<file path="src/rtl/quaternion_to_rotation_matrix_macros.svh">
// Assertion helpers for the quaternion to rotation matrix block.
// The enclosing module must provide clk and arst_n.
`ifndef QUATERNION_TO_ROTATION_MATRIX_MACROS_SVH
`define QUATERNION_TO_ROTATION_MATRIX_MACROS_SVH
`ifndef SYNTHESIS
`define QRM_ASSERT(lbl, prop) \
	lbl: assert property (@(posedge clk) disable iff (!arst_n) prop) \
		else $error("qrm assertion failed");
`define QRM_ASSERT_NEXT(lbl, ante, cons) \
	`QRM_ASSERT(lbl, (ante) |=> (cons))
`else
`define QRM_ASSERT(lbl, prop)
`define QRM_ASSERT_NEXT(lbl, ante, cons)
`endif
`endif

</file>
<file path="src/rtl/qrm_pkg.sv">
package qrm_pkg;

	localparam int N_ENT = 9;
	localparam int MAG_W = 33;
	localparam int NUM_W = 35;
	localparam int QBITS = 16;
	localparam int ONE_Q14 = 16384;
	localparam int QUEUE_DEPTH_DEF = 4;

	typedef struct packed {
		logic signed [15:0] q_w;
		logic signed [15:0] q_x;
		logic signed [15:0] q_y;
		logic signed [15:0] q_z;
	} q_in_t;

	typedef struct packed {
		logic signed [15:0] m00;
		logic signed [15:0] m01;
		logic signed [15:0] m02;
		logic signed [15:0] m10;
		logic signed [15:0] m11;
		logic signed [15:0] m12;
		logic signed [15:0] m20;
		logic signed [15:0] m21;
		logic signed [15:0] m22;
	} m_out_t;

	// One division job per matrix entry, all sharing the squared norm.
	typedef struct packed {
		logic [N_ENT-1:0][MAG_W-1:0] mag;
		logic [N_ENT-1:0]            neg;
		logic [MAG_W-1:0]            den;
	} qrm_job_t;

	typedef struct packed {
		logic v_s1;
		logic v_s2;
	} qrm_front_stat_t;

endpackage

</file>
<file path="src/rtl/qrm_queue.sv">
module qrm_queue import qrm_pkg::*; #(
	parameter int DEPTH = QUEUE_DEPTH_DEF
) (
	input  logic                       clk,
	input  logic                       arst_n,
	input  logic                       push,
	input  qrm_job_t                   wr_data,
	output logic [$clog2(DEPTH+1)-1:0] count,
	output logic                       rd_valid,
	output qrm_job_t                   rd_data
);

	localparam int PW = $clog2(DEPTH);
	localparam int CW = $clog2(DEPTH+1);

	qrm_job_t        mem [DEPTH];
	logic [PW-1:0]   wr_ptr_q;
	logic [PW-1:0]   rd_ptr_q;
	logic [CW-1:0]   count_q;
	logic            rd_valid_q;
	qrm_job_t        rd_data_q;
	logic            pop;

	// The back end never stalls, so any held entry leaves the next cycle.
	assign pop = (count_q != '0);

	always_ff @(posedge clk or negedge arst_n) begin
		if (!arst_n) begin
			wr_ptr_q   <= '0;
			rd_ptr_q   <= '0;
			count_q    <= '0;
			rd_valid_q <= 1'b0;
		end else begin
			rd_valid_q <= pop;
			if (push)
				wr_ptr_q <= (wr_ptr_q == PW'(DEPTH-1)) ? '0 : wr_ptr_q + PW'(1);
			if (pop)
				rd_ptr_q <= (rd_ptr_q == PW'(DEPTH-1)) ? '0 : rd_ptr_q + PW'(1);
			if (push && !pop)
				count_q <= count_q + CW'(1);
			else if (pop && !push)
				count_q <= count_q - CW'(1);
		end
	end

	always_ff @(posedge clk) begin
		if (push)
			mem[wr_ptr_q] <= wr_data;
		if (pop)
			rd_data_q <= mem[rd_ptr_q];
	end

	assign count    = count_q;
	assign rd_valid = rd_valid_q;
	assign rd_data  = rd_data_q;

endmodule

</file>
<file path="config.mk">
export PLATFORM = sky130hd
export DESIGN_NAME = qrm_queue
export DESIGN_NICKNAME = d
export VERILOG_FILES = /design/src/rtl/quaternion_to_rotation_matrix_macros.svh /design/src/rtl/qrm_pkg.sv /design/src/rtl/qrm_queue.sv
export SDC_FILE = /design/constraint.sdc
export NUM_CORES = 1
export LEC_CHECK = 0
export BUFFER_PORTS_ARGS = -buffer_cell sky130_fd_sc_hd__buf_2
export CAP_MARGIN = 20
export CORE_ASPECT_RATIO = 2
export CORE_MARGIN = 2
export CORE_UTILIZATION = 62
export DETAILED_ROUTE_END_ITERATION = 8
export PLACE_DENSITY = 0.84
export SLEW_MARGIN = 20
export SYNTH_ARGS = -nofsm -noshare
export SYNTH_HDL_FRONTEND = slang
export SYNTH_SLANG_ARGS = --single-unit
export TNS_END_PERCENT = 50
</file>
<file path="constraint.sdc">
create_clock -name clk -period 27.8 [get_ports clk]
set_input_delay 2.78 -clock clk [delete_from_list [all_inputs] [get_ports clk]]
set_output_delay 2.78 -clock clk [all_outputs]
set_load 0.05 [all_outputs]
</file>
### Word-level counts from Yosys, hierarchy flattened

Memory sizes are Yosys's and may differ from the RTL's. A register that Yosys moved wholly into a read port is not among the register bits.
Cells that the tools add are included.

* eq/ne operators: 2
* reductions and logical operators: 6
* multiplexer cells: 6
* $add $sub $neg: 4

Operators by type and width (number)
* $mux W3: 2
* $add A2 B1 Y2 const B: 2
* $eq A2 B2 Y1 const B: 2
* $mux W2: 2
* $add A3 B1 Y3 const B: 1
* $reduce_bool A3 Y1: 1
* $sub A3 B1 Y3 const B: 1
* $logic_and A1 B1 Y1: 2
* $logic_not A1 Y1: 2
* $mux W1: 2
* $reduce_bool A2 Y1: 1

* memory bits (writable): 1356
* register bits: 8
* output and inout port bits: 343
* bits of input ports: 342
* memories kept: 1

Memories
* mem: depth 4, width 339, read ports 1, clocked after Yosys merged registers in 1, wr ports 1, line qrm_queue.sv:16 `qrm_job_t mem [DEPTH];`

### Logic depth before layout (Yosys ltp)

* word-level depth: 4
* depth in mapped cells: 5

### Worst setup path after synthesis

OpenSTA, ideal clock, no wires.

* path kind: input to register
* start point: in push
* end point: mem mem[1][0] (netlist name), enable pin
* cell stages on the path: 1
* data arrival time: 10.416 ns
* path slack: 16.641 ns
* path buffers: 0
* data required time: 27.057 ns
* cell sequence: and2_1

* word-level cells in the longest chain between the ends: 2

Ends and longest elaborated chain
* start: declaration: line qrm_queue.sv:6 `input logic push,`
* $mux W1: line qrm_queue.sv:47 `if (push)`
* $mux W1 (implied by the code): line qrm_queue.sv:48 `mem[wr_ptr_q] <= wr_data;`
* end: declaration: line qrm_queue.sv:16

No other way between the ends.

### Worst setup path in the final report

* start point: in push
* end point: mem mem[0][44] (netlist name), enable pin

Same word-level chain as after synthesis.

==> reports/results.tsv <==
stage	metric	value	unit
yosys	synth_enable_flop_cells	1695	
route	drt-total-wl	129	mm
power	internal-power	5.38	mW
placed_design	pre_cts_ws	21.75	ns
global_routing	grt_pass1_vias	27900	
yosys	syn_avg_cell_area	27.7	sq um
placed_design	place.gp.congestion	0.772	
die	start_util	0.626	
critical_path	critPathLaunchType	primary input	
critical_path	slowest_stage	buf_4	
clock_network	clockRootBuffer	clkbuf_16	
timing	setup_tns	0	ns
power	p_leak	23.3	nW
yosys	synth_compound_area_frac	0.000504	
finish	nFillCells	5057	
critical_path	endpoint_kind	flop	
global_routing	grtUsageTotal	0.266	
die	core_area	95100	sq um
timing	worst_pin_slew	1.19	ns
placed_design	portBuffers	684	
yosys	syn_nets	2496	
power	p_per_area	120	nW/um^2
outcome	outcome	finished, final reports clean	
clock_network	clkLatencyLatePin	0.75	ns
hold_path	holdPathEnd	count[2]	
critical_path	critical-path-top-delay-family	buffers and inverters	
route	ant_nets	0	
critical_path	cp.depth	4	
timing	setup_viol	0	
yosys	syn-cell-area	59500	sq um
critical_path	ff2ff_path_depth	4	
timing	fmax	193	MHz
yosys	ys_seq_area_frac	0.858	
critical_path	r2r_end	rd_data[108]	
finish	final_cell_mix	edfxtp_1, buf_2, mux4_2	
yosys	yosys.area_share.simple	0.000904	
finish	register_area	51100	sq um
timing	finalHoldViolations	0	
yosys	synthArstFlopShare	0.00470	
power	clock_power_share	0.230	
global_routing	antenna_found_initial	62	
clock_network	cts_resized	0	
timing	fin_ws	22.63	ns
yosys	ys_seq_elements	1703	
clock_network	postCtsHoldBufs	0	
power	p_switching	2.87	mW
timing	maxSlewViolCount	0	
yosys	synth_top_family_by_area	multiplexers	
timing	period_share	0.186	
die	num_io_pins	685	
finish	layout.nets	3273	
critical_path	crit_type	in2reg	
clock_network	numCtsBuffers	137	
hold_path	worstHoldStart	count[2]	
route	vias_per_cell	6.15	
critical_path	cp_max_fo	153	
timing	rsz0062_at_grt	no	
critical_path	worstPathRequired	28.17	ns
power	pwr-share-seq	0.463	
finish	multi_input_area	7850	sq um
critical_path	critical-path-max-stage-delay	0.90	ns
die	die_h	442	um
timing	whs	0.559	ns
critical_path	arrival	5.54	ns
hold_path	min_path_cells	1	
route	first_iter_violations	2226	
yosys	yosysWarnings	0	
global_routing	grt_max_degree	154	
placed_design	hpwl	75.2	mm
yosys	synthAdderAreaFrac	0.00126	
critical_path	cp_num_buf_inv	3	
yosys	synthFlopType	edfxtp_1	
yosys	synth.distinct_cells	19	
route	dr.pass1.iters	5	
critical_path	r2r_slack	24.10	ns
yosys	synthMuxAreaShare	0.128	
route	vias	26200	
die	die_area	98700	sq um
critical_path	crit_start	push	
critical_path	cp_cell_sequence	buf_2 -> and2_4 -> buf_12 -> buf_4	
clock_network	cts_setup_buffers	0	
finish	area_delta_synth_final	15.3	%
die	die_w	223	um
timing	relSlewSlack	0.209	
finish	final_common_cell	edfxtp_1	
yosys	syn_inst	2148	
power	combPwrFrac	0.307	
clock_network	clock_sinks	1703	
job	drv_cap	0	
power	ir_worst_vdd	182	uV
finish	final_util	0.722	
global_routing	grt_pass1_wl	188	mm
timing	min_period	5.17	ns
power	sw_frac_of_total	0.348	
route	drcViolationCount	0	
route	post_drt_wl_per_cell	30.2	um
global_routing	grt_overflow	0	
critical_path	r2r-start	rd_ptr_q[0]	
hold_path	hold_path.class	reg2reg	
yosys	synthXorXnorAreaFrac	0.000588	
clock_network	max-clock-path-buffers	3	
clock_network	ctsHtreeMaxLevel	4	
clock_network	cts_tree	built	
die	fp-row-count	160	
timing	fin_skew	0.0232	ns
clock_network	clk_pin_slew	0.06	ns
finish	drive_above_1_share	0.415	
-- cells in the mapped netlist, types with 2 or more instances --
| cell type | instances | area, sq um |
|---|---|---|
| mux4_2 | 339 | 7630 |
| edfxtp_1 | 1695 | 50900 |
| clkbuf_1 | 7 | 26.3 |
| xor2_1 | 2 | 17.5 |
| a21o_1 | 2 | 15.0 |
| nor3_1 | 2 | 10.0 |
| dfrtp_1 | 8 | 200 |
| and2_1 | 4 | 25.0 |
| buf_6 | 33 | 372 |
| ha_1 | 6 | 75.1 |
| inv_1 | 4 | 15.0 |
| xnor2_1 | 2 | 17.5 |
| buf_2 | 36 | 180 |
| o21ai_0 | 3 | 15.0 |
-- cells by family after synthesis --
family,after synthesis
DFF,1703
muxes,340
buffers and inverters,80
and+or+nand+nor,10
adders and majority gates,6
AOI/OAI and AO/OA,5
xor gates and xnor gates,4
-- sequential cells by signal, summed over array words and instances, names as in the netlist --
signal    flops
rd_data     339
wr_ptr_q      2
rd_ptr_q      2
rd_valid      1
count         3
mem        1356
-- layout make-up --
cell class                      instances  area share
Multi-Input combinational cell        365       0.114
Clock buffer                          164      0.0527
Clock inverter                         78      0.0105
Sequential cell                      1703       0.745
Antenna cell                           27    0.000984
Tap cell                             1215      0.0221
Timing Repair Buffer                  714      0.0545
Inverter                                4    0.000328
-- power groups by stage --
stage          Combinational (mW)  Sequential, mW  Clock [mW]
6_report                     2.53            3.82        1.90
4_1_cts                      2.54            3.84        1.93
3_5_place_dp                 2.52            3.87           0
2_1_floorplan               0.972            4.90           0
5_1_grt                      2.63            3.86        2.01
3_3_place_gp                 2.47            3.83           0
-- metal layers --
metal	GRT usage	part of all wire
met1	0.325	0.34
met2	0.434	0.51
met3	0.0995	0.11
met4	0.104	0.034
met5	0	0.0042
-- worst max path at each step --
stage / end
global route: mem[0][41]
finish: mem[0][44]
floorplan: mem[1][0]
global placement: mem[1][246]
detailed placement: mem[1][127]
CTS: mem[1][133]
-- through the flow --
| step | cells | total power, mW | area [sq um] |
|---|---|---|---|
| after floorplan | 2148 | 5.87 | 59500 |
| after global placement | 4000 | 6.30 | 64200 |
| after detailed placement | 4000 | 6.39 | 64200 |
| after CTS | 4242 | 8.31 | 68500 |
| after global routing | 4261 | 8.51 | 68600 |
| final | 4270 | 8.25 | 68600 |
-- worst reg2reg max path, delay by kind of cell, from the launching register on --
| family | cells | cell delay [ns] |
|---|---|---|
| buffers and inverters | 3 | 2.05 |
| muxes | 1 | 0.69 |
| DFF | 1 | 0.68 |
(Power assumes the default switching activity.)
