### src/rtl/quaternion_to_rotation_matrix_macros.svh
// Assertion helpers for the quaternion to rotation matrix block.
// The enclosing module must provide clk and arst_n.
`ifndef QUATERNION_TO_ROTATION_MATRIX_MACROS_SVH
`define QUATERNION_TO_ROTATION_MATRIX_MACROS_SVH
`ifndef SYNTHESIS
`define QRM_ASSERT(lbl, prop) \
	lbl: assert property (@(posedge clk) disable iff (!arst_n) prop) \
		else $error("qrm assertion failed");
`define QRM_ASSERT_NEXT(lbl, ante, cons) \
	`QRM_ASSERT(lbl, (ante) |=> (cons))
`else
`define QRM_ASSERT(lbl, prop)
`define QRM_ASSERT_NEXT(lbl, ante, cons)
`endif
`endif

### src/rtl/qrm_pkg.sv
package qrm_pkg;

	localparam int N_ENT = 9;
	localparam int MAG_W = 33;
	localparam int NUM_W = 35;
	localparam int QBITS = 16;
	localparam int ONE_Q14 = 16384;
	localparam int QUEUE_DEPTH_DEF = 4;

	typedef struct packed {
		logic signed [15:0] q_w;
		logic signed [15:0] q_x;
		logic signed [15:0] q_y;
		logic signed [15:0] q_z;
	} q_in_t;

	typedef struct packed {
		logic signed [15:0] m00;
		logic signed [15:0] m01;
		logic signed [15:0] m02;
		logic signed [15:0] m10;
		logic signed [15:0] m11;
		logic signed [15:0] m12;
		logic signed [15:0] m20;
		logic signed [15:0] m21;
		logic signed [15:0] m22;
	} m_out_t;

	// One division job per matrix entry, all sharing the squared norm.
	typedef struct packed {
		logic [N_ENT-1:0][MAG_W-1:0] mag;
		logic [N_ENT-1:0]            neg;
		logic [MAG_W-1:0]            den;
	} qrm_job_t;

	typedef struct packed {
		logic v_s1;
		logic v_s2;
	} qrm_front_stat_t;

endpackage

### src/rtl/qrm_div_lane.sv
module qrm_div_lane import qrm_pkg::*; (
	input  logic                clk,
	input  logic [MAG_W-1:0]    mag,
	input  logic [MAG_W-1:0]    den,
	input  logic                neg,
	output logic signed [15:0]  res
);

	logic [MAG_W-1:0] rem_s [QBITS];
	logic [MAG_W-1:0] den_s [QBITS];
	logic [QBITS-1:0] quo_s [QBITS];
	logic             neg_s [QBITS];
	logic [QBITS:0]   rnd;
	logic [15:0]      q;
	logic signed [15:0] res_q;

	// One quotient bit per stage: quo = floor(mag * 2^15 / den).
	for (genvar k = 0; k < QBITS; k++) begin : g_stage
		logic [MAG_W:0]   shifted;
		logic [MAG_W-1:0] d_in;
		logic [QBITS-1:0] q_in;
		logic             n_in;
		logic             ge;
		logic [QBITS-1:0] q_nxt;
		logic [MAG_W:0]   diff;

		if (k == 0) begin : g_first
			assign shifted = {1'b0, mag};
			assign d_in    = den;
			assign q_in    = '0;
			assign n_in    = neg;
		end else begin : g_rest
			assign shifted = {rem_s[k-1], 1'b0};
			assign d_in    = den_s[k-1];
			assign q_in    = quo_s[k-1];
			assign n_in    = neg_s[k-1];
		end

		assign ge   = (shifted >= {1'b0, d_in});
		assign diff = shifted - {1'b0, d_in};

		always_comb begin
			q_nxt = q_in;
			q_nxt[QBITS-1-k] = ge;
		end

		always_ff @(posedge clk) begin
			rem_s[k] <= ge ? diff[MAG_W-1:0] : shifted[MAG_W-1:0];
			den_s[k] <= d_in;
			quo_s[k] <= q_nxt;
			neg_s[k] <= n_in;
		end
	end

	// Round half away from zero: (quo + 1) / 2.
	assign rnd = {1'b0, quo_s[QBITS-1]} + (QBITS+1)'(1);
	assign q   = rnd[QBITS:1];

	always_ff @(posedge clk) begin
		res_q <= neg_s[QBITS-1] ? -$signed(q) : $signed(q);
	end

	assign res = res_q;

endmodule

### config.mk
export PLATFORM = sky130hd
export DESIGN_NAME = qrm_div_lane
export DESIGN_NICKNAME = d
export VERILOG_FILES = /design/src/rtl/quaternion_to_rotation_matrix_macros.svh /design/src/rtl/qrm_pkg.sv /design/src/rtl/qrm_div_lane.sv
export SDC_FILE = /design/constraint.sdc
export NUM_CORES = 2
export LEC_CHECK = 0
export ABC_CLOCK_PERIOD_IN_PS = 3400
export BUFFER_PORTS_ARGS = -buffer_cell sky130_fd_sc_hd__buf_2
export CORE_UTILIZATION = 44
export DETAILED_ROUTE_END_ITERATION = 10
export GPL_TIMING_DRIVEN = 0
export PLACE_DENSITY = 0.71
export SLEW_MARGIN = 0
export SYNTH_ARGS = -nofsm -noshare
export SYNTH_HDL_FRONTEND = slang
export SYNTH_SLANG_ARGS = --single-unit
export TNS_END_PERCENT = 5
### constraint.sdc
create_clock -name clk -period 3.4 [get_ports clk]
set_input_delay 0.51 -clock clk [delete_from_list [all_inputs] [get_ports clk]]
set_output_delay 0.51 -clock clk [all_outputs]
set_load 0.1 [all_outputs]
# Word-level counts from Yosys, hierarchy flattened
# Memories as Yosys holds them, arrays and structs flattened.
# Cells that the tools add are included.
# word_totals
memories,4
ramBits,1328
elab_cells,56
input_bits,68
mem_bits_ro,0
output_inout_bits,16
latch_bits,0
reg_bits,16
# memory_table
memory,depth,word_bits,rd,rd_ports_with_merged_regs,write_ports,line_no,text
den_s,16,33,15,0,16,qrm_div_lane.sv:10,logic [MAG_W-1:0] den_s [QBITS];
rem_s,16,33,15,0,16,qrm_div_lane.sv:9,logic [MAG_W-1:0] rem_s [QBITS];
quo_s,16,16,16,0,16,qrm_div_lane.sv:11,logic [QBITS-1:0] quo_s [QBITS];
neg_s,16,1,16,0,16,qrm_div_lane.sv:12,logic neg_s [QBITS];
# op_classes
shift,0
n_div,0
eq_ne,0
addsub,18
magnitude_cmp,16
n_mux,17
n_bitwise,0
n_mul,0
n_reduce_logical,0
# op_table
cell,count
two-way mux 33 bit,16
subtractor 33 bit,16
greater-or-equal comparator 34 x 33 -> 1 bit,15
greater-or-equal comparator 33 bit,1
"adder 16 x 1 -> 17 bit, second input constant",1
two-way mux 16 bit,1
negation 16 bit,1

# Longest topological paths before layout
# An unclocked memory read counts as a cell.
# logic_depth
word_depth,4
mapped_depth,15
mapped_depth_nobuf,14

# Worst setup path before layout
# OpenSTA, ideal clock, no wires.
# synth_path
path_type,register -> register
startpoint,memory rem_s[5][0] (netlist: rem_s[0][165])
endpoint,memory rem_s[6][5] (netlist: rem_s[0][203])
path_stages_with_launch,14
period_less_slack_ns,3.286
arrival_ns,3.166
setup_time_ns,0.121
slack_ns,0.114
t_required_ns,3.279
n_path_buf,1
cell_sequence,dfxtp_1 inv_1 fa_1 nand2b_1 a21oi_1 o211ai_1 o31a_1 a31oi_2 a211o_1 o21a_1 o211ai_1 a31oi_2 buf_4 mux2_2
# synth_rtl
item,line_no
"start, declared",qrm_div_lane.sv:9

==> flow_metrics.tcl <==
set metrics [dict create \
    r2r_cells 15 \
    yosys_warnings 0 \
    drc 0 \
    core_um2 126400 \
    outcome "finished with violations" \
    min_period_ps 3474 \
    worstPathMaxFanout 5 \
    seq_area_frac_synth 0.4113 \
    final_cell_area_um2 66420 \
    worstPathRequired_ps 4000 \
    syn_to_final_growth_pct 17.85 \
    cts_tree "done" \
    holdWs_ps 53.41 \
    skew_ps 32.70 \
    r2r_slack_ps -70 \
    io_pins 84 \
    die_x_um 359.9 \
    min_period_over_period 1.022 \
    worstSkewPairLatency_ps 740 \
    hold_violations 0 \
    first_global_vias 43631 \
    critPathKind "flop to flop" \
    synthMuxAreaShare 0.04866 \
    synthFlopType "dfxtp_1" \
    ys_seq_elements 1158 \
    synth_compound_area_frac 0.1834 \
    power_density_nw_per_um2 1123 \
    synth-simple-area-share 0.1106 \
    worstSetupEndpointType "flop" \
    clock_sinks 1158 \
    dp_hpwl_um 109100 \
    wire_per_inst_um 17.23 \
    peakVddDrop_uv 606.3 \
    initial_core_util 0.4459 \
    reg2reg_to "rem_s[1][4]" \
    hold_end "rem_s[0][4]" \
    setup-violations-final 35 \
    nNetsFinal 7029 \
    avgSynthCellArea_um2 9.256 \
    setup_ws_ps -74.24 \
    ant_nets 0 \
    n_antenna_cell 0 \
    wl_um 140700 \
    grt_use_total 0.2083 \
    row_count 130 \
    clock.fmax_ghz 0.2878 \
    final.setup.tns_ps -513.8 \
    netlist_instances 6089 \
    cts.path.max_buffers 3 \
    min_from "mag[4]" \
    first_pass_iters 8 \
    r2r-start "den_s[0][233]" \
    synth_xor_xnor_area_share 0.06962 \
    grt_setup_unrepaired "true" \
    final_layout_size_suffix_gt1_frac 0.1456 \
    drtIter0Drc 2259 \
    synth-adder-area-share 0.1228 \
    min_path_type "primary input to flop" \
    antenna_found_initial 0 \
    min_path_cells 3 \
    grt_pass1_wl_um 217400 \
    cap_violations 0 \
    placed_area_um2 58860 \
    grt_remaining_overflow 0 \
    ctsRootBufferMaster "clkbuf_16" \
    fp.dieH_um 359.9 \
    synth_top_family_by_area "compound AO/OA/AOI/OAI gates" \
    avgViaCountPerCell 5.301 \
    syn_nets 6701 \
    fill_cells 11120 \
    clkTransAtPathRegs_ps 60 \
    start_kind "flop" \
    cp_data_arrival_time_ps 4080 \
    final_max_slew_viol_count 0 \
    synthArstFlopShare 0 \
    portBuffers 83 \
    slew_headroom 0.4169 \
    grt_max_degree 16 \
    tightest_slew_ps 866.6 \
    synth_edf_count 0 \
    place_congestion 0.9859 \
    num_vias 43298 \
    leakage_nw 30.51 \
    h-tree-depth 3 \
    yosys.cell_types.count 99 \
    cts_made_buffers 118 \
    die_area_um2 129500 \
    violations "negative setup slack" \
    netlist_area_um2 56360 \
]
-- registers in the layout, indices dropped and copies added (netlist names) --
register,cells
den_s,495
quo_s,136
neg_s,16
res,16
rem_s,495
-- worst max-delay path, cell delays in order (launching register included) --
cell       delay [ps]
dfxtp_2           350
inv_2              50
ha_4              240
nor2b_4           120
o31a_1            350
o211ai_1          350
o2111ai_2         170
a21oi_2           210
o21a_1            190
a21oi_2            90
a211o_1           280
a211oi_4          270
buf_4             160
buf_12            130
buf_6             100
mux2_4            280
-- cell usage after synthesis, types with 102 or more instances --
master | instances | share of area
a21o_1 | 222 | 0.030
a21oi_1 | 548 | 0.049
dfxtp_1 | 1158 | 0.41
ha_1 | 529 | 0.12
inv_1 | 656 | 0.044
mux2_2 | 166 | 0.033
nand2_1 | 358 | 0.024
nand3_1 | 102 | 0.0091
nor2_1 | 347 | 0.023
o21ai_0 | 324 | 0.029
xnor2_1 | 285 | 0.044
xor2_1 | 163 | 0.025
-- through the flow --
stage                     utilization  instances  setup WS, ps  power (W)
after global routing           0.5255       8168        -179.9    0.07943
after CTS                      0.5155       8136        -149.4    0.07269
after global placement         0.4656       7822         -1356    0.05577
after floorplan                     -       6089         113.7    0.04793
after detailed placement       0.4657       7823         -1397    0.05635
final                          0.5255       8168        -74.24    0.07458
-- timing repair --
item,in CTS,in global routing
hold buffers,50,0
pin swaps,54,86
endpoints found under the setup margin,492,462
resized for setup,251,237
buffers inserted,41,31
endpoints found under the hold margin,50,0
gates cloned,1,3
-- power breakdown --
part / internal (W) / switching [W]
logic: 0.0185 / 0.0214
registers: 0.0181 / 0.00259
clock network: 0.00859 / 0.00536
total: 0.0452 / 0.0294
-- final cells by class --
| class | count | area [µm²] | share of cell area |
|---|---|---|---|
| clock buffers | 170 | 3545 | 0.05337 |
| flip-flops and latches | 1158 | 23220 | 0.3496 |
| plain buffers | 112 | 908.4 | 0.01368 |
| inverters | 658 | 2472 | 0.03722 |
| repair buffers | 210 | 1644 | 0.02475 |
| clock inverters | 51 | 767.0 | 0.01155 |
| well taps | 1650 | 2064 | 0.03108 |
| multi-input cells | 4159 | 31800 | 0.4788 |
-- logic make-up (layout without fill, tap and decap cells) --
family	count (synthesis)	count (layout)
flops	1158	1158
mux	228	228
simple gates	1295	1295
compound gates	1644	1644
fa+ha+maj	544	544
buf+inv	772	1201
xor+xnor	448	448
-- cell usage in the layout (no fill, tap or decap), types with 69 or more instances in the layout --
master and instances:
mux2_2 142, dfxtp_1 1136, o21bai_1 84, a21oi_1 518, o21ai_0 294, nor3_1 73, mux2_4 76, xor2_1 163
nand3_1 98, nand2_1 354, buf_2 91, nor2b_1 69, nor2_1 341, ha_1 485, nand4_1 70, a21o_1 222
clkbuf_16 127, o21a_1 74, inv_1 651, nand2b_1 89, xnor2_1 285, buf_4 72
-- routing by layer --
metal | GRT usage | vias up | share of wire
met5 | 0 | - | 0
met4 | 0.1704 | 0 | 0.089
met3 | 0.02696 | 449 | 0.030
met2 | 0.4044 | 1030 | 0.52
met1 | 0.1922 | 20015 | 0.36
li1 | - | 21804 | -
-- how the worst max path moves through the flow --
stage                   from            end  cells after the start
2_1_floorplan  rem_s[0][165]  rem_s[0][203]                     13
3_3_place_gp     rem_s[0][0]   rem_s[0][63]                     14
3_5_place_dp     rem_s[0][0]   rem_s[0][51]                     14
4_1_cts        rem_s[0][165]  rem_s[0][225]                     14
5_1_grt        den_s[0][233]    rem_s[1][4]                     15
6_report       den_s[0][233]    rem_s[1][4]                     15
No activity file was read; power rests on OpenSTA's default activity.
